## src/design/kvvp_pkg.sv

```systemverilog
// ----------------------------------------------------------------------------
// kvvp_pkg
// shared types, constants and the fraction power table of the victim planner
// ----------------------------------------------------------------------------
package kvvp_pkg;

	localparam int MAX_CANDIDATES      = 32;
	localparam int FRACTION_TABLE_BITS = 8;
	localparam int TAB_SIZE            = 1 << FRACTION_TABLE_BITS;
	localparam int IDX_W               = (MAX_CANDIDATES > 1) ? $clog2(MAX_CANDIDATES) : 1;
	localparam int CNT_W               = $clog2(MAX_CANDIDATES + 1);
	localparam int RATE_W              = 23;
	localparam int TIME_W              = 52;
	localparam int PROB_W              = 17;
	localparam int REC_W               = 37;
	localparam int RCMP_W              = 53;
	localparam logic [RATE_W-1:0] RATE_MAX = RATE_W'(4294967);
	localparam logic [RCMP_W-1:0] RCMP_MAX = {RCMP_W{1'b1}};

	localparam logic REQ_LOAD = 1'b0;
	localparam logic REQ_PLAN = 1'b1;

	typedef struct packed {
		logic              req_type;
		logic [31:0]       cand_id;
		logic [31:0]       cand_tokens;
		logic [TIME_W-1:0] cand_last_used;
		logic [31:0]       cap_budget;
		logic [31:0]       need_est;
		logic [TIME_W-1:0] now_time;
	} req_t;

	typedef struct packed {
		logic              victim_valid;
		logic [31:0]       victim_id;
		logic [31:0]       victim_tokens;
		logic              last;
		logic [31:0]       shortfall;
		logic [REC_W-1:0]  freed_sum;
		logic [RCMP_W-1:0] expected_recompute;
		logic              load_overflow;
	} res_t;

	typedef struct packed {
		logic             load;
		logic             plan_init;
		logic             p_rd;
		logic             p_mul;
		logic             p_hi;
		logic             p_wr;
		logic             s_init;
		logic             s_rd;
		logic             s_cmp;
		logic             pick;
		logic             acc;
		logic             flush;
		logic [IDX_W-1:0] idx;
	} cmd_t;

	typedef struct packed {
		logic met;
		logic found;
	} stat_t;

	typedef logic [TAB_SIZE-1:0][PROB_W-1:0] frac_tab_t;

	function automatic logic [63:0] isqrt64(input logic [63:0] val);
		logic [63:0] v;
		logic [63:0] r;
		logic [63:0] b;
		v = val;
		r = 64'd0;
		b = 64'd1 << 62;
		for (int n = 0; n < 32; n++) begin
			if (v >= r + b) begin
				v = v - (r + b);
				r = (r >> 1) + b;
			end else begin
				r = r >> 1;
			end
			b = b >> 2;
		end
		return r;
	endfunction

	function automatic frac_tab_t build_table();
		logic [10:0][63:0] c;
		logic [63:0] r;
		logic [63:0] x;
		frac_tab_t t;
		c[0] = 64'd1 << 31;
		for (int k = 1; k <= 10; k++) c[k] = isqrt64(c[k-1] << 32);
		for (int i = 0; i < TAB_SIZE; i++) begin
			x = 64'(i) << (10 - FRACTION_TABLE_BITS);
			r = 64'd1 << 32;
			for (int k = 1; k <= 10; k++)
				if (x[10-k]) r = (r * c[k]) >> 32;
			t[i] = PROB_W'((r + 64'd32768) >> 16);
		end
		return t;
	endfunction

	localparam frac_tab_t FRAC_TAB = build_table();

endpackage

```

## src/design/kvvp_ctrl.sv

```systemverilog
// ----------------------------------------------------------------------------
// kvvp_ctrl
// sequencer for probability sweep, victim scans and result flush
// ----------------------------------------------------------------------------
module kvvp_ctrl
	import kvvp_pkg::*;
(
	input  logic  clk,
	input  logic  arst_n,
	input  logic  start,
	input  logic  req_type,
	input  stat_t stat,
	output logic  busy,
	output cmd_t  cmd
);

	localparam logic [3:0] ST_IDLE  = 4'd0;
	localparam logic [3:0] ST_P_RD  = 4'd1;
	localparam logic [3:0] ST_P_MUL = 4'd2;
	localparam logic [3:0] ST_P_HI  = 4'd3;
	localparam logic [3:0] ST_P_WR  = 4'd4;
	localparam logic [3:0] ST_CHECK = 4'd5;
	localparam logic [3:0] ST_S_INI = 4'd6;
	localparam logic [3:0] ST_S_RD  = 4'd7;
	localparam logic [3:0] ST_S_CMP = 4'd8;
	localparam logic [3:0] ST_S_END = 4'd9;
	localparam logic [3:0] ST_PICK  = 4'd10;
	localparam logic [3:0] ST_ACC   = 4'd11;
	localparam logic [3:0] ST_FLUSH = 4'd12;

	localparam logic [IDX_W-1:0] IDX_LAST = IDX_W'(MAX_CANDIDATES - 1);

	logic [3:0]       state_q, state_d;
	logic [IDX_W-1:0] idx_q, idx_d;
	logic             accept;

	assign busy   = (state_q != ST_IDLE);
	assign accept = start && !busy;

	always_comb begin
		state_d = state_q;
		idx_d   = idx_q;
		cmd     = '0;
		cmd.idx = idx_q;
		case (state_q)
			ST_IDLE: begin
				cmd.load      = accept && (req_type == REQ_LOAD);
				cmd.plan_init = accept && (req_type == REQ_PLAN);
				if (cmd.plan_init) begin
					state_d = ST_P_RD;
					idx_d   = '0;
				end
			end
			ST_P_RD: begin
				cmd.p_rd = 1'b1;
				state_d  = ST_P_MUL;
			end
			ST_P_MUL: begin
				cmd.p_mul = 1'b1;
				state_d   = ST_P_HI;
			end
			ST_P_HI: begin
				cmd.p_hi = 1'b1;
				state_d  = ST_P_WR;
			end
			ST_P_WR: begin
				cmd.p_wr = 1'b1;
				if (idx_q == IDX_LAST) begin
					state_d = ST_CHECK;
				end else begin
					idx_d   = idx_q + 1'b1;
					state_d = ST_P_RD;
				end
			end
			ST_CHECK: begin
				state_d = stat.met ? ST_FLUSH : ST_S_INI;
			end
			ST_S_INI: begin
				cmd.s_init = 1'b1;
				idx_d      = '0;
				state_d    = ST_S_RD;
			end
			ST_S_RD: begin
				cmd.s_rd = 1'b1;
				state_d  = ST_S_CMP;
			end
			ST_S_CMP: begin
				cmd.s_cmp = 1'b1;
				if (idx_q == IDX_LAST) begin
					state_d = ST_S_END;
				end else begin
					idx_d   = idx_q + 1'b1;
					state_d = ST_S_RD;
				end
			end
			ST_S_END: begin
				state_d = stat.found ? ST_PICK : ST_FLUSH;
			end
			ST_PICK: begin
				cmd.pick = 1'b1;
				state_d  = ST_ACC;
			end
			ST_ACC: begin
				cmd.acc = 1'b1;
				state_d = ST_CHECK;
			end
			ST_FLUSH: begin
				cmd.flush = 1'b1;
				state_d   = ST_IDLE;
			end
			default: begin
				state_d = ST_IDLE;
			end
		endcase
	end

	always_ff @(posedge clk or negedge arst_n) begin
		if (!arst_n) begin
			state_q <= ST_IDLE;
			idx_q   <= '0;
		end else begin
			state_q <= state_d;
			idx_q   <= idx_d;
		end
	end

endmodule

```

## config.mk

```make
export PLATFORM = sky130hd
export DESIGN_NAME = kvvp_ctrl
export DESIGN_NICKNAME = d
export VERILOG_FILES = /design/src/design/kvvp_pkg.sv /design/src/design/kvvp_ctrl.sv
export SDC_FILE = /design/constraint.sdc
export NUM_CORES = 1
export LEC_CHECK = 0
export BUFFER_PORTS_ARGS = -buffer_cell sky130_fd_sc_hd__buf_2
export CAP_MARGIN = 30
export CORE_MARGIN = 3
export CORE_UTILIZATION = 38
export CTS_CLUSTER_DIAMETER = 50
export DETAILED_ROUTE_END_ITERATION = 10
export GPL_ROUTABILITY_DRIVEN = 0
export HOLD_SLACK_MARGIN = 0.03
export PLACE_DENSITY = 0.66
export SYNTH_ARGS = -nofsm -noshare
export SYNTH_HDL_FRONTEND = slang
export SYNTH_SLANG_ARGS = --single-unit
```

## constraint.sdc

```tcl
create_clock -name clk -period 1.67 [get_ports clk]
set_input_delay 0.167 -clock clk [delete_from_list [all_inputs] [get_ports clk]]
set_output_delay 0.167 -clock clk [all_outputs]
set_load 0.02 [all_outputs]
```

==> flow_summary.json, run 1 <==
{
  "crit_type": "flip-flop to flip-flop",
  "async_flop_share_pct": 100,
  "arrival_ps": 1740,
  "rsz0062_at_grt": "true",
  "maxCapViolCount": 0,
  "dp_hpwl_mm": 1.23,
  "ys_ff_latch": 9,
  "ant_nets": 0,
  "crit_path_end_kind": "flip-flop",
  "report.final.slew_viol_count": 0,
  "min_from": "stat[1]",
  "regArea_um2": 230,
  "clk_pin_slew_ps": 60,
  "drc": 0,
  "slew-limit-headroom_pct": 79.7,
  "viasPerCell": 5.12,
  "fmaxAchievable_mhz": 630,
  "rows": 14,
  "ir_drop_mv": 0.808,
  "layout-drive-gt1-share_pct": 42.5,
  "n_antenna_cell": 0,
  "final_cell_mix": "buf_2 (23), nand2_1 (12), buf_4 (10), nor2_1 (9)",
  "ios": 24,
  "ys.flop_type": "dfrtp_1",
  "grt_start_max_net_pins": 20,
  "status": "completed",
  "synth_edf_count": 0,
  "ys_warn_count": 0,
  "cts_tree": "done",
  "cts_sinks": 9,
  "setup_viol": 0,
  "wl_per_cell_um": 11.8,
  "htreeDepth": 1,
  "vias": 737,
  "io_buffers": 23,
  "ys_types": 31,
  "synth_top_cells_by_area": "dfrtp_1 (32%), nand2_1 (6.4%), nor2_1 (4.8%)",
  "detail_route.wirelength_mm": 1.70,
  "layout.cells.most_common": "buf_2",
  "crit_required_ps": 1820,
  "grt_antenna_before_repair": 0,
  "ys_seq_area_share_pct": 32.1,
  "startpoint_type": "flip-flop",
  "hold_viol": 0,
  "clockBufferDepth": 2,
  "fp.dieW_um": 49.0,
  "drt_first_pass_iters": 4,
  "r2r_cells": 6,
  "path_max_fanout": 5,
  "die-area_um2": 2400,
  "setup_slack_ps": 83.6,
  "grt.total_usage_pct": 13.7,
  "timing.rr.start": "idx_q[0]",
  "r2r-end": "state_q[1]",
  "cts_root_buffer": "clkbuf_4",
  "min_period_ps": 1590,
  "synth.largest_area_cell": "dfrtp_1",
  "die_h_um": 49.0,
  "synth_fp_nets": 96,
  "holdPathEnd": "state_q[3]",
  "finClkSkew_ps": 2.39,
  "clock_latency_ps": 270,
  "power_mw": 1.59,
  "power.density_nw_per_um2": 1620,
  "synth_top_area_share_pct": 32.1,
  "dp_slack_ps": -12.1,
  "grt_pass1_vias": 577,
  "power.leakage_nw": 0.463,
  "grt_pass1_wl_mm": 2.59,
  "hp-class": "input port to flip-flop",
  "period_share_pct": 95.0,
  "synth_area_per_cell_um2": 7.98,
  "fill_cells": 152,
  "cts_made_buffers": 3,
  "hold_depth": 3,
  "drt_iter0_drc": 12,
  "core_area_um2": 1610,
  "start_util_pct": 43.6,
  "postSynthCellCount": 88,
  "grt.overflow.total": 0,
  "worstMarginPinSlew_ps": 304,
  "reg2reg_setup_slack_ps": 80,
  "nNetsFinal": 129,
  "multiInputGateArea_um2": 475,
  "mappedNetlistArea_um2": 702,
  "areaGrowthSynthToFinish_pct": 39.9
}
-- stage by stage --
stage / std cells / hold slack [ps] / instance area (um^2) / setup TNS (ps) / utilization (%)
after floorplan: 88 / -129 / 717 / 0 / -
after global placement: 135 / 33.7 / 872 / 0 / 54.1
after detailed placement: 135 / 32.6 / 872 / -14.0 / 54.1
after CTS: 140 / 160 / 913 / 0 / 56.7
after global routing: 144 / 184 / 982 / -12.5 / 60.9
final: 144 / 168 / 982 / 0 / 60.9
-- cells by family after synthesis --
family,after synthesis,share of synthesized area (%)
AOI/OAI and AO/OA,15,15.5
xor gates and xnor gates,1,1.25
adders and majority gates,2,3.56
buffers and inverters,11,7.66
DFF,9,32.1
muxes,3,4.28
and+or+nand+nor,47,35.7
-- how the worst max path moves through the flow --
| stage | depth (start not counted) | to | startpoint | slack (ps) |
|---|---|---|---|---|
| detailed placement | 6 | idx_q[1] | idx_q[1] | -10 |
| global route | 4 | cmd[8] | state_q[2] | -7 |
| floorplan | 7 | idx_q[3] | idx_q[0] | 9 |
| finish | 6 | state_q[1] | idx_q[0] | 80 |
| CTS | 4 | cmd[11] | state_q[3] | 7 |
| global placement | 6 | idx_q[4] | idx_q[1] | 30 |
-- layout make-up --
class / count / share of cell area [%]
clock buffers: 3 / 2.29
clock inverters: 1 / 0.510
inverters: 5 / 1.91
multi-input cells: 68 / 48.4
flip-flops and latches: 9 / 23.4
well taps: 24 / 3.06
repair buffers: 34 / 20.4
-- layer usage --
metal	GRT usage [%]	vias up	routed length (um)
li1	-	378	-
met1	19.4	338	809
met2	19.0	19	781
met3	4.89	2	94
met4	4.27	0	14
met5	0	-	0
-- critical path, cell delays in order, from the launching register on --
cell,delay (ps)
dfrtp_2,410
ha_1,220
and3_4,190
ha_4,170
nor2b_1,110
o21ai_1,60
a222oi_1,310
-- state kept, by name, indices dropped and copies added, names as in the netlist --
signal,flops
idx_q,5
state_q,4
-- cell usage after synthesis, drive strengths merged, types with 3 or more instances --
library cell  count
nand2            12
dfrtp             9
nor2              9
nor3              6
buf               5
inv               5
nand2b            5
and3              3
mux2i             3
nand4             3
nor2b             3
o21ai             3
-- report_power, final --
group | switching, mW | internal [mW] | leakage, nW
clock | 0.0825 | 0.0886 | 0.0177
sequential | 0.0612 | 0.279 | 0.113
combinational | 0.640 | 0.438 | 0.332
-- timing repair --
action | 4_1_cts | 5_1_grt
setup buffers | 0 | 4
pin swaps | 0 | 1
endpoints found under the hold margin | 9 | 0
resized for setup | 3 | 7
hold buffers | 1 | 0
setup endpoints to repair | 4 | 10
Note: power is estimated with default switching activity, not from simulation.
==> run 2, diff against run 1 <==
--- a/config.mk
+++ b/config.mk
@@ -6,9 +6,9 @@
 export NUM_CORES = 1
 export LEC_CHECK = 0
 export BUFFER_PORTS_ARGS = -buffer_cell sky130_fd_sc_hd__buf_2
-export CAP_MARGIN = 30
 export CORE_MARGIN = 3
 export CORE_UTILIZATION = 38
+export CTS_BUF_LIST = sky130_fd_sc_hd__clkbuf_16
 export CTS_CLUSTER_DIAMETER = 50
 export DETAILED_ROUTE_END_ITERATION = 10
 export GPL_ROUTABILITY_DRIVEN = 0
==> run 2 against run 1 <==
Effect of this change: via count shrank 5.4%; cell area up 2.5%; total power up 13%.
==> flow_summary.json, run 2 (synthesis results as in run 1) <==
{
  "hold_viol": 0,
  "grt_start_max_net_pins": 20,
  "cts_tree": "done",
  "grt.total_usage_pct": 14.4,
  "hp-class": "input port to flip-flop",
  "worstMarginPinSlew_ps": 314,
  "ant_nets": 0,
  "start_util_pct": 43.6,
  "arrival_ps": 1710,
  "startpoint": "idx_q[0]",
  "min_period_ps": 1590,
  "clockBufferDepth": 2,
  "seq_power_share_pct": 20.3,
  "reg2reg_setup_slack_ps": 80,
  "nNetsFinal": 125,
  "r2r_cells": 6,
  "drc": 0,
  "areaGrowthSynthToFinish_pct": 43.5,
  "grt_antenna_before_repair": 0,
  "r2r-end": "state_q[1]",
  "status": "completed",
  "clock_latency_ps": 240,
  "ir_drop_mv": 0.915,
  "place_inst": 135,
  "viasPerCell": 4.98,
  "final_util_pct": 62.5,
  "cts_sinks": 9,
  "report.final.slew_viol_count": 0,
  "p_int_mw": 1.00,
  "combPwrFrac_pct": 56.1,
  "swShare_pct": 44.4,
  "endpoint": "state_q[1]",
  "clk_pin_slew_ps": 40,
  "final_cell_mix": "buf_2 (23), nand2_1 (12), nor2_1 (9), buf_4 (6)",
  "ios": 24,
  "fill_cells": 148,
  "detail_route.wirelength_mm": 1.67,
  "power_mw": 1.80,
  "period_share_pct": 95.0,
  "die-area_um2": 2400,
  "cts_root_buffer": "clkbuf_16",
  "crit_type": "flip-flop to flip-flop",
  "startpoint_type": "flip-flop",
  "vias": 697,
  "min_from": "stat[1]",
  "layout-drive-gt1-share_pct": 41.4,
  "drt_first_pass_iters": 4,
  "dp_hpwl_mm": 1.23,
  "grt_pass1_vias": 590,
  "path_max_fanout": 5,
  "fmaxAchievable_mhz": 630,
  "power.density_nw_per_um2": 1790,
  "pwr-share-clk_pct": 23.6,
  "timing.rr.start": "idx_q[0]",
  "die_h_um": 49.0,
  "drt_iter0_drc": 17,
  "power.leakage_nw": 0.465,
  "cts_made_buffers": 3,
  "setup_viol": 0,
  "rows": 14,
  "regMostFlops": "idx_q",
  "setup_tns_ps": 0,
  "io_buffers": 23,
  "grt_pass1_wl_mm": 2.64,
  "maxCapViolCount": 0,
  "crit_required_ps": 1790,
  "wl_per_cell_um": 11.9,
  "instances_no_fill": 140,
  "htreeDepth": 1,
  "fp.dieW_um": 49.0,
  "n_antenna_cell": 0,
  "finClkSkew_ps": 1.94,
  "largest_reg_flops": 5,
  "grt.overflow.total": 0,
  "p_sw_uw": 799,
  "crit_path_end_kind": "flip-flop",
  "top_regs": "idx_q (5), state_q (4)",
  "core_area_um2": 1610,
  "slew-limit-headroom_pct": 79.1,
  "post_cts_buffers": 0,
  "layout.cells.most_common": "buf_2"
}
[run 2: cell count changes in the layout (fill, tap and decap cells not counted), sizes merged]
cell / delta
buf: -4
[run 2: worst min path at each step]
stage          slack, ps  cells after the start         end
2_1_floorplan       -130                      0    idx_q[0]
3_3_place_gp          30                      1    idx_q[2]
3_5_place_dp          30                      1  state_q[0]
4_1_cts              200                      3  state_q[3]
5_1_grt              230                      3  state_q[3]
6_report             200                      3  state_q[3]
[run 2: power groups by stage]
stage / registers (mW) / logic (mW) / clock network, mW
2_1_floorplan: 0.364 / 0.729 / 0
3_3_place_gp: 0.359 / 0.952 / 0
3_5_place_dp: 0.361 / 0.958 / 0
4_1_cts: 0.358 / 0.965 / 0.439
5_1_grt: 0.377 / 1.11 / 0.446
6_report: 0.366 / 1.01 / 0.425
[run 2: area by class of cell]
cell class | instances | area [um^2] | share of cell area [%]
multi-input cells | 68 | 478 | 47.5
flip-flops and latches | 9 | 230 | 22.9
repair buffers | 30 | 170 | 16.9
clock buffers | 3 | 75.1 | 7.45
well taps | 24 | 30.0 | 2.98
inverters | 5 | 18.8 | 1.86
clock inverters | 1 | 5.00 | 0.497
[run 2: worst max-delay path, stage by stage, from the launching register on]
cell      delay, ps
dfrtp_2         410
ha_1            220
and3_4          190
ha_4            170
nor2b_1         110
o21ai_1          60
a222oi_1        300
[run 2: metrics by stage]
step | hold slack (ps) | instance area (um^2) | worst slack (ps)
4_1_cts | 198 | 963 | 9.92
3_3_place_gp | 33.7 | 872 | 26.9
2_1_floorplan | -129 | 717 | 9.36
5_1_grt | 228 | 1010 | -14.2
6_report | 201 | 1010 | 83.4
3_5_place_dp | 32.6 | 872 | -12.1
[run 2: repair_timing]
action,4_1_cts,5_1_grt
resized for setup,1,10
setup endpoints to repair,2,10
pin swaps,0,1
hold buffers,1,0
endpoints found under the hold margin,9,0
[run 2: routing by layer]
layer | vias to the layer above | global-route usage (%) | wire length (um)
met5 | - | 0 | 0
met4 | 0 | 7.11 | 8
met3 | 2 | 5.81 | 106
met2 | 18 | 19.5 | 734
met1 | 310 | 19.4 | 821
li1 | 367 | - | -
